### config.mk
export PLATFORM = sky130hd
export DESIGN_NAME = floppy_controller_registers_flat
export DESIGN_NICKNAME = d
export VERILOG_FILES = /design/src/fcr_pkg.sv /design/src/fcr_if.sv /design/src/floppy_controller_registers.sv /design/src/flat_wrapper.sv
export SDC_FILE = /design/constraint.sdc
export NUM_CORES = 1
export LEC_CHECK = 0
export ABC_AREA = 1
export BUFFER_PORTS_ARGS = -buffer_cell sky130_fd_sc_hd__buf_4
export CAP_MARGIN = 10
export CORE_AREA = 2 2 134 136
export DETAILED_ROUTE_END_ITERATION = 16
export DIE_AREA = 0 0 136 138
export GPL_TIMING_DRIVEN = 0
export PLACE_DENSITY = 0.53
export SLEW_MARGIN = 30
export SYNTH_ARGS = -nofsm -noshare
export SYNTH_HDL_FRONTEND = slang
export SYNTH_SLANG_ARGS = --single-unit
### constraint.sdc
create_clock -name clk -period 10.4 [get_ports clk]
set_clock_uncertainty 0.1 [all_clocks]
set_input_delay 1.56 -clock clk [delete_from_list [all_inputs] [get_ports clk]]
set_output_delay 1.56 -clock clk [all_outputs]
set_load 0.05 [all_outputs]
### src/fcr_pkg.sv
// Package for the floppy controller register block.
// Holds geometry constants, port and command codes, status bits and the result word type.
// No dependencies.
`timescale 1ns / 1ps
`default_nettype none

package fcr_pkg;

  // Disk geometry.
  localparam logic [7:0] NUM_TRACKS        = 8'd80;
  localparam logic [7:0] SECTORS_PER_TRACK = 8'd16;
  localparam logic [8:0] SECTOR_BYTES      = 9'd256;
  localparam logic [8:0] LAST_BYTE         = SECTOR_BYTES - 9'd1;

  localparam int unsigned MEDIA_ADDR_W = 20;
  localparam int unsigned DRIVES       = 4;

  // Port select codes.
  localparam logic [2:0] PORT_STATUS = 3'd0;
  localparam logic [2:0] PORT_TRACK  = 3'd1;
  localparam logic [2:0] PORT_SECTOR = 3'd2;
  localparam logic [2:0] PORT_DATA   = 3'd3;
  localparam logic [2:0] PORT_SYSTEM = 3'd4;

  localparam logic REQ_READ  = 1'b0;
  localparam logic REQ_WRITE = 1'b1;

  // Command codes by upper nibble; read sector covers both 8 and 9.
  localparam logic [3:0] CMD_RESTORE     = 4'h0;
  localparam logic [3:0] CMD_SEEK        = 4'h1;
  localparam logic [2:0] CMD_READ_SECTOR = 3'b100;
  localparam logic [3:0] CMD_READ_ADDR   = 4'hC;

  // Status register values.
  localparam logic [7:0] ST_CLEAR    = 8'h00;
  localparam logic [7:0] ST_BUSY     = 8'h01;
  localparam logic [7:0] ST_INDEX    = 8'h02;
  localparam logic [7:0] ST_BUSY_DRQ = 8'h03;
  localparam logic [7:0] ST_TRACK0   = 8'h04;
  localparam logic [7:0] ST_SEEK_ERR = 8'h10;

  // System port read values.
  localparam logic [7:0] SYS_DRQ   = 8'h40;
  localparam logic [7:0] SYS_INTRQ = 8'h80;
  localparam logic [7:0] SYS_NONE  = 8'h00;

  // System write bits.
  localparam int unsigned SYS_RESET_BIT = 2;
  localparam int unsigned SYS_SIDE_BIT  = 4;

  localparam logic [2:0] ID_BYTES = 3'd6;

  typedef struct packed {
    logic [7:0]              read_data;
    logic [1:0]              media_drive;
    logic [MEDIA_ADDR_W-1:0] media_address;
    logic                    media_valid;
  } out_word_t;

endpackage

`default_nettype wire

### src/fcr_if.sv
// Handshake interfaces for the floppy controller register block.
// fcr_in_if carries one port access word, fcr_out_if one result word; uses fcr_pkg.
`timescale 1ns / 1ps
`default_nettype none

interface fcr_in_if import fcr_pkg::*; ();
  logic       valid;
  logic       ready;
  logic       req_type;
  logic [2:0] port_sel;
  logic [7:0] write_data;
  logic [7:0] media_byte;

  modport source (output valid, output req_type, output port_sel, output write_data,
                  output media_byte, input ready);
  modport sink   (input valid, input req_type, input port_sel, input write_data,
                  input media_byte, output ready);
endinterface

interface fcr_out_if import fcr_pkg::*; ();
  logic                    valid;
  logic                    ready;
  logic [7:0]              read_data;
  logic [1:0]              media_drive;
  logic [MEDIA_ADDR_W-1:0] media_address;
  logic                    media_valid;

  modport source (output valid, output read_data, output media_drive, output media_address,
                  output media_valid, input ready);
  modport sink   (input valid, input read_data, input media_drive, input media_address,
                  input media_valid, output ready);
endinterface

`default_nettype wire

### src/floppy_controller_registers.sv
// Floppy controller register block: each accepted word's result is registered for output.
// Throughput: one word per cycle while input ready is high; the register update is a
// single combinational pass. A two-entry output stage (result register plus skid register)
// lets a new word enter while a finished result still waits; input ready drops only when
// both are full. Reset (rst_n, synchronous, active low) clears all controller registers,
// drives_present and the output valids.
`timescale 1ns / 1ps
`default_nettype none

module floppy_controller_registers import fcr_pkg::*; (
  input  wire logic  clk,
  input  wire logic  rst_n,
  fcr_in_if.sink     in_ch,
  fcr_out_if.source  out_ch,
  input  wire logic  cfg_we,
  input  wire logic [DRIVES-1:0] cfg_wdata
);

  logic [DRIVES-1:0] drives_present_r;
  logic [7:0] command_r, command_nxt;
  logic [7:0] status_r, status_nxt;
  logic [6:0] head_track_r, head_track_nxt;
  logic [6:0] req_track_r, req_track_nxt;
  logic [4:0] sector_r, sector_nxt;
  logic [7:0] data_r, data_nxt;
  logic [1:0] drive_r, drive_nxt;
  logic       side_r, side_nxt;
  logic [8:0] offset_r, offset_nxt;
  logic [2:0] id_cnt_r, id_cnt_nxt;

  logic      out_v_r, skid_v_r;
  out_word_t out_r, skid_r, res;

  logic       accept, pop;
  logic [7:0] rd;
  logic [7:0] sys_rd;
  logic       type1_cmd, rsec_cmd, raddr_cmd;
  logic       media_ok_cur;
  logic [4:0] sidx;
  logic [MEDIA_ADDR_W-1:0] block;

  assign in_ch.ready = !skid_v_r;
  assign accept      = in_ch.valid && in_ch.ready;
  assign pop         = out_v_r && out_ch.ready;

  assign type1_cmd = !command_r[7];
  assign rsec_cmd  = command_r[7:5] == CMD_READ_SECTOR;
  assign raddr_cmd = command_r[7:4] == CMD_READ_ADDR;

  assign media_ok_cur = (sector_r != 5'd0) && (offset_r < SECTOR_BYTES) &&
                        drives_present_r[drive_r];

  always_comb begin
    if (type1_cmd) begin
      sys_rd = SYS_INTRQ;
    end else if (raddr_cmd) begin
      sys_rd = (id_cnt_r < ID_BYTES) ? SYS_DRQ : SYS_INTRQ;
    end else if (rsec_cmd) begin
      sys_rd = (offset_r < SECTOR_BYTES) ? SYS_DRQ : SYS_INTRQ;
    end else begin
      sys_rd = SYS_NONE;
    end
  end

  // Next register values and read byte for the word at the input.
  always_comb begin
    command_nxt    = command_r;
    status_nxt     = status_r;
    head_track_nxt = head_track_r;
    req_track_nxt  = req_track_r;
    sector_nxt     = sector_r;
    data_nxt       = data_r;
    drive_nxt      = drive_r;
    side_nxt       = side_r;
    offset_nxt     = offset_r;
    id_cnt_nxt     = id_cnt_r;
    rd             = 8'd0;

    if (in_ch.req_type == REQ_WRITE) begin
      unique case (in_ch.port_sel)
        PORT_STATUS: begin
          command_nxt = in_ch.write_data;
          if (in_ch.write_data[7:4] == CMD_RESTORE) begin
            head_track_nxt = 7'd0;
            status_nxt     = ST_CLEAR;
          end else if (in_ch.write_data[7:4] == CMD_SEEK) begin
            if (data_r < NUM_TRACKS) begin
              head_track_nxt = data_r[6:0];
              req_track_nxt  = data_r[6:0];
              status_nxt     = (data_r[6:0] == 7'd0) ? ST_TRACK0 : ST_CLEAR;
            end else begin
              status_nxt = ST_SEEK_ERR;
            end
          end else if (in_ch.write_data[7:5] == CMD_READ_SECTOR) begin
            if (!drives_present_r[drive_r]) begin
              command_nxt = 8'd0;
            end
            offset_nxt = 9'd0;
          end else if (in_ch.write_data[7:4] == CMD_READ_ADDR) begin
            id_cnt_nxt = 3'd0;
          end
        end
        PORT_TRACK: begin
          if (in_ch.write_data <= NUM_TRACKS) begin
            req_track_nxt = in_ch.write_data[6:0];
          end
        end
        PORT_SECTOR: begin
          if (in_ch.write_data <= SECTORS_PER_TRACK) begin
            sector_nxt = in_ch.write_data[4:0];
          end
        end
        PORT_DATA: begin
          data_nxt = in_ch.write_data;
        end
        PORT_SYSTEM: begin
          drive_nxt  = in_ch.write_data[1:0];
          side_nxt   = !in_ch.write_data[SYS_SIDE_BIT];
          status_nxt = ST_CLEAR;
          // Controller reset keeps the drive select and the byte offset.
          if (in_ch.write_data[SYS_RESET_BIT]) begin
            sector_nxt     = 5'd0;
            side_nxt       = 1'b0;
            head_track_nxt = 7'd0;
            req_track_nxt  = 7'd0;
            data_nxt       = 8'd0;
            command_nxt    = 8'd0;
            status_nxt     = ST_CLEAR;
            id_cnt_nxt     = 3'd0;
          end
        end
        default: begin
        end
      endcase
    end else begin
      unique case (in_ch.port_sel)
        PORT_STATUS: begin
          // The index bit toggles on each status read while a type I command sits at track zero.
          if (type1_cmd && head_track_r == 7'd0) begin
            status_nxt = status_r ^ ST_INDEX;
          end
          rd = status_nxt;
        end
        PORT_TRACK:  rd = {1'b0, head_track_r};
        PORT_SECTOR: rd = {3'b000, sector_r};
        PORT_DATA: begin
          if (rsec_cmd) begin
            if (offset_r >= SECTOR_BYTES) begin
              status_nxt = ST_CLEAR;
              rd         = 8'd0;
            end else begin
              status_nxt = (offset_r == LAST_BYTE) ? ST_CLEAR : ST_BUSY;
              rd         = media_ok_cur ? in_ch.media_byte : 8'd0;
              offset_nxt = offset_r + 9'd1;
            end
          end else if (raddr_cmd) begin
            status_nxt = ST_BUSY_DRQ;
            if (id_cnt_r < ID_BYTES) begin
              id_cnt_nxt = id_cnt_r + 3'd1;
            end
            unique case (id_cnt_r)
              3'd0: rd = {1'b0, head_track_r};
              3'd1: rd = {7'd0, side_r};
              3'd2: rd = {3'b000, sector_r};
              3'd3: rd = 8'd1;
              3'd4: rd = 8'd0;
              3'd5: begin
                status_nxt = ST_CLEAR;
                rd         = 8'd0;
              end
              default: rd = sys_rd;
            endcase
          end else begin
            rd = sys_rd;
          end
        end
        PORT_SYSTEM: rd = sys_rd;
        default:     rd = 8'd0;
      endcase
    end
  end

  // Media address after this access; a zero sector counts as the first.
  assign sidx  = (sector_nxt != 5'd0) ? sector_nxt - 5'd1 : 5'd0;
  assign block = MEDIA_ADDR_W'({head_track_nxt, side_nxt}) * MEDIA_ADDR_W'(SECTORS_PER_TRACK)
                 + MEDIA_ADDR_W'(sidx);

  always_comb begin
    res.read_data     = rd;
    res.media_drive   = drive_nxt;
    res.media_address = block * MEDIA_ADDR_W'(SECTOR_BYTES) + MEDIA_ADDR_W'(offset_nxt);
    res.media_valid   = (sector_nxt != 5'd0) && (offset_nxt < SECTOR_BYTES) &&
                        drives_present_r[drive_nxt];
  end

  always_ff @(posedge clk) begin
    if (!rst_n) begin
      drives_present_r <= '0;
      command_r        <= '0;
      status_r         <= '0;
      head_track_r     <= '0;
      req_track_r      <= '0;
      sector_r         <= '0;
      data_r           <= '0;
      drive_r          <= '0;
      side_r           <= 1'b0;
      offset_r         <= '0;
      id_cnt_r         <= '0;
    end else begin
      if (cfg_we) begin
        drives_present_r <= cfg_wdata;
      end
      if (accept) begin
        command_r    <= command_nxt;
        status_r     <= status_nxt;
        head_track_r <= head_track_nxt;
        req_track_r  <= req_track_nxt;
        sector_r     <= sector_nxt;
        data_r       <= data_nxt;
        drive_r      <= drive_nxt;
        side_r       <= side_nxt;
        offset_r     <= offset_nxt;
        id_cnt_r     <= id_cnt_nxt;
      end
    end
  end

  // Output stage: the skid register catches a word when the result register is stalled.
  always_ff @(posedge clk) begin
    if (!rst_n) begin
      out_v_r  <= 1'b0;
      skid_v_r <= 1'b0;
    end else if (!out_v_r || pop) begin
      if (skid_v_r) begin
        out_v_r  <= 1'b1;
        skid_v_r <= 1'b0;
      end else begin
        out_v_r <= accept;
      end
    end else if (accept) begin
      skid_v_r <= 1'b1;
    end
  end

  always_ff @(posedge clk) begin
    if (!out_v_r || pop) begin
      if (skid_v_r) begin
        out_r <= skid_r;
      end else if (accept) begin
        out_r <= res;
      end
    end else if (accept) begin
      skid_r <= res;
    end
  end

  assign out_ch.valid         = out_v_r;
  assign out_ch.read_data     = out_r.read_data;
  assign out_ch.media_drive   = out_r.media_drive;
  assign out_ch.media_address = out_r.media_address;
  assign out_ch.media_valid   = out_r.media_valid;

endmodule

`default_nettype wire
### src/flat_wrapper.sv
// flat-port wrapper written by rule: the top's interface ports become plain ports
module floppy_controller_registers_flat import fcr_pkg::*;
  (clk, rst_n, cfg_we, cfg_wdata, in_ch_valid, in_ch_req_type, in_ch_port_sel, in_ch_write_data, in_ch_media_byte, in_ch_ready, out_ch_valid, out_ch_read_data, out_ch_media_drive, out_ch_media_address, out_ch_media_valid, out_ch_ready);
  fcr_in_if in_ch_i ();
  fcr_out_if out_ch_i ();
  input  wire logic clk;
  input  wire logic rst_n;
  input  wire logic cfg_we;
  input  wire logic [DRIVES-1:0] cfg_wdata;
  input wire logic [$bits(in_ch_i.valid)-1:0] in_ch_valid;
  input wire logic [$bits(in_ch_i.req_type)-1:0] in_ch_req_type;
  input wire logic [$bits(in_ch_i.port_sel)-1:0] in_ch_port_sel;
  input wire logic [$bits(in_ch_i.write_data)-1:0] in_ch_write_data;
  input wire logic [$bits(in_ch_i.media_byte)-1:0] in_ch_media_byte;
  output wire logic [$bits(in_ch_i.ready)-1:0] in_ch_ready;
  output wire logic [$bits(out_ch_i.valid)-1:0] out_ch_valid;
  output wire logic [$bits(out_ch_i.read_data)-1:0] out_ch_read_data;
  output wire logic [$bits(out_ch_i.media_drive)-1:0] out_ch_media_drive;
  output wire logic [$bits(out_ch_i.media_address)-1:0] out_ch_media_address;
  output wire logic [$bits(out_ch_i.media_valid)-1:0] out_ch_media_valid;
  input wire logic [$bits(out_ch_i.ready)-1:0] out_ch_ready;
  assign in_ch_i.valid = in_ch_valid;
  assign in_ch_i.req_type = in_ch_req_type;
  assign in_ch_i.port_sel = in_ch_port_sel;
  assign in_ch_i.write_data = in_ch_write_data;
  assign in_ch_i.media_byte = in_ch_media_byte;
  assign in_ch_ready = in_ch_i.ready;
  assign out_ch_valid = out_ch_i.valid;
  assign out_ch_read_data = out_ch_i.read_data;
  assign out_ch_media_drive = out_ch_i.media_drive;
  assign out_ch_media_address = out_ch_i.media_address;
  assign out_ch_media_valid = out_ch_i.media_valid;
  assign out_ch_i.ready = out_ch_ready;
  floppy_controller_registers u_core (.clk(clk), .rst_n(rst_n), .in_ch(in_ch_i), .out_ch(out_ch_i), .cfg_we(cfg_we), .cfg_wdata(cfg_wdata));
endmodule
==> flow_metrics.py <==
metrics = {
    "global_route": {
        "grt_pass1_wl_mm": 27.67,
        "globalRouteTotalUtil_pct": 19.14,
        "antenna_found_initial": 0,
        "grt_max_degree": 20,
        "grt_pass1_vias": 5032,
        "overflow": 0,
    },
    "sta": {
        "rsz0062_at_grt": "no",
        "relSlewSlack_pct": 42.14,
        "setup_viol": 0,
        "tns_ns": 0,
        "hold_violations": 0,
        "period_needed_ns": 5.073,
        "setup_slack_ns": 5.327,
        "worst_slew_pin_slew_ns": 0.8652,
        "post-route-period-util_pct": 48.78,
        "slew_violations": 0,
        "max_freq_ghz": 0.1971,
    },
    "synthesis": {
        "ys_seq_area_share_pct": 45.20,
        "synthesis.nets": 868,
        "syn_avg_cell_area_um2": 7.604,
        "synth_cell_types": 44,
        "synth_ff_type": "edfxtp_1",
        "synthCells": 827,
        "synth_top_area_cell": "edfxtp_1",
        "async_reset_ff_share_pct": 0,
        "synth_top_area_share_pct": 29.61,
        "ys_ff_latch": 111,
        "synth-edff-count": 62,
        "ys_warn_count": 0,
        "synth_area_leaders": "edfxtp_1 30%, dfxtp_1 16%, nand2_1 11%",
        "syn_area_um2": 6289,
    },
    "detailed_routing": {
        "drc": 0,
        "dr.pass1.iters": 5,
        "ant_nets": 0,
        "wire_per_inst_um": 15.36,
        "drt-initial-drc-count": 441,
        "finalWirelength_mm": 17.43,
        "via_per_inst": 4.908,
        "dr_total_vias": 5571,
    },
    "finish": {
        "nNetsFinal": 942,
        "diodes": 0,
        "finalNonFillerCells": 1135,
        "utilization_pct": 42.24,
        "syn_to_final_growth_pct": 17.77,
        "drive_gt1_share_pct": 14.46,
    },
    "die": {
        "die_area_um2": 18770,
        "dieHeight_um": 138,
        "core_um2": 17530,
        "rows": 49,
        "pin_count": 62,
        "die_w_um": 136,
        "start_util_pct": 35.86,
    },
    "placed_design": {
        "dpl_worst_slack_ns": 4.934,
        "post-dp-hpwl_mm": 13.54,
        "port-buffer-count": 61,
        "place_congestion": 0.9429,
        "post-place-cells": 1119,
    },
    "power_and_ir_drop": {
        "vdd_drop_max_v": 0.00007929,
        "power.leakage_nw": 3.266,
        "power_w": 0.001096,
        "powerDensity_nw_per_um2": 148.0,
    },
    "worst_setup_path": {
        "cp_cell_sequence": "buf_4 > nor2_4 > nand3_2 > a21oi_2 > nand2_2 > a21oi_1 > ha_1 > inv_1 > nor3_1 > nand3_2 > inv_1 > a21oi_1 > ha_1 > ha_1 > nand2_1 > nand2_1 > nor2_1 > nand4_1 > nor2_1 > nand3_1 > and2_1",
        "worst_ep_required_time_ns": 10.42,
        "worst_path_max_delay_cell": "ha_1",
        "cpMostUsedCell": "ha_1",
        "end_kind": "flip-flop",
        "cp_num_buf_inv": 3,
        "critPathMaxFanout": 8,
        "crit_type": "in -> reg",
        "rrSetupSlack_ns": 6.87,
        "crit_family": "simple AND/OR/NAND/NOR gates",
        "critical_path.startpoint_type": "input port",
        "cp.arrival_ns": 5.09,
        "cpPeakStageDelay_ns": 0.28,
    },
    "cts": {
        "numCtsBuffers": 9,
        "worstSkewPairLatency_ns": 0.36,
        "postCtsSetupBuffers": 0,
        "cts_buffer_depth": 2,
        "cts_hold_buffers": 0,
        "ctsResizeCount": 0,
        "path_clk_slew_ns": 0.08,
        "cts_root_buf": "clkbuf_16",
        "clock_sinks": 111,
        "cts_tree": "done",
        "cts_max_level": 3,
    },
    "worst_hold_path": {
        "hp-class": "reg -> reg",
    },
    "run": {
        "cap_violations": 0,
    },
    "outcome": {
        "status": "completed",
    },
}
[cell usage after synthesis, types with 3 or more instances]
cell	count
a211oi_1	7
a21oi_1	64
a21oi_2	3
a31oi_1	6
and2_1	6
buf_2	3
clkbuf_1	17
dfxtp_1	49
edfxtp_1	62
ha_1	12
inv_1	129
inv_2	3
nand2_1	178
nand2_2	17
nand3_1	52
nand3_2	6
nand4_1	8
nor2_1	64
nor2_2	5
nor2_4	5
nor3_1	14
nor4_1	3
o21ai_0	80
o22ai_1	10
[final cells by class]
cell class | instances | area [um^2]
Fill cell | 1816 | 10130
Multi-Input combinational cell | 561 | 2869
Sequential cell | 111 | 2843
Timing Repair Buffer | 63 | 513.0
Inverter | 134 | 505.5
Tap cell | 229 | 286.5
Clock buffer | 10 | 229.0
Buffer | 21 | 86.33
Clock inverter | 6 | 73.82
[metal layers]
layer  track usage [%]  wire, um
met1             27.95      8443
met2             29.36      7865
met3             2.384       820
met4             6.250       300
met5                 0         0
[path summary, 6_finish.rpt]
path | from | end | cells after the start
worst max-delay path | in_ch_port_sel[0] | u_core.skid_r[20]$_DFFE_PP_ | 21
worst min-delay path | u_core.drives_present_r[1]$_SDFFE_PN0P_ | u_core.drives_present_r[1]$_SDFFE_PN0P_ | 2
worst max register to register | u_core.sector_r[0]$_SDFFE_PN0P_ | u_core.skid_r[20]$_DFFE_PP_ | 18
worst min register to register | u_core.drives_present_r[1]$_SDFFE_PN0P_ | u_core.drives_present_r[1]$_SDFFE_PN0P_ | 2
[logic make-up after synthesis]
family                   Yosys count  share of synthesized area [%]
flip-flops                       111                          45.20
AO/OA/AOI/OAI                    181                          15.78
adder cells (fa/ha/maj)           12                          2.388
AND/OR/NAND/NOR                  365                          26.68
XOR/XNOR                           3                         0.5373
buffers and inverters            155                          9.411
[power breakdown]
part           total, W  switching (W)  internal (W)  leakage, nW
sequential     0.000506      0.0000119      0.000494         1.00
combinational  0.000222       0.000155     0.0000667         2.11
clock          0.000368       0.000176      0.000192        0.150
[flip-flops by register name, indices dropped and copies added (netlist names)]
register                     count
u_core.status_r                  4
u_core.sector_r                  5
u_core.skid_r                   31
u_core.drive_r                   2
u_core.id_cnt_r                  3
u_core.data_r                    8
u_core.out_ch.media_address     20
u_core.out_ch.valid              1
u_core.out_ch.media_drive        2
u_core.command_r                 4
u_core.offset_r                  9
u_core.head_track_r              7
u_core.out_ch.media_valid        1
u_core.drives_present_r          4
u_core.skid_v_r                  1
u_core.out_ch.read_data          8
u_core.side_r                    1
[layout by cell type, fill, tap and decap left out, drive strengths merged]
master	count
nand2	196
a21oi	68
clkbuf	27
or2	1
nand3b	2
dfxtp	49
a31oi	6
o22ai	10
a311oi	1
a211oi	7
buf	67
xor2	3
o21ai	82
inv	138
a221oi	1
o21a	2
nor4	3
edfxtp	62
nand4	8
o32ai	1
clkinv	1
nor3	16
bufinv	1
a32o	1
nor2	75
o211ai	1
a22oi	1
and2	6
ha	12
nand3	58
[through the flow]
step / area [um^2] / hold slack (ns)
global route: 7406 / 0.3928
global placement: 7033 / 0.3605
CTS: 7406 / 0.3740
detailed placement: 7103 / 0.3615
floorplan: 6289 / 0.3430
finish: 7406 / 0.3719
[worst min-delay path, stage by stage, from the launching register on]
cell and delay, ns:
dfxtp_1 0.31, inv_1 0.06, a21oi_1 0.06
Note: power is estimated with default switching activity, not from simulation.
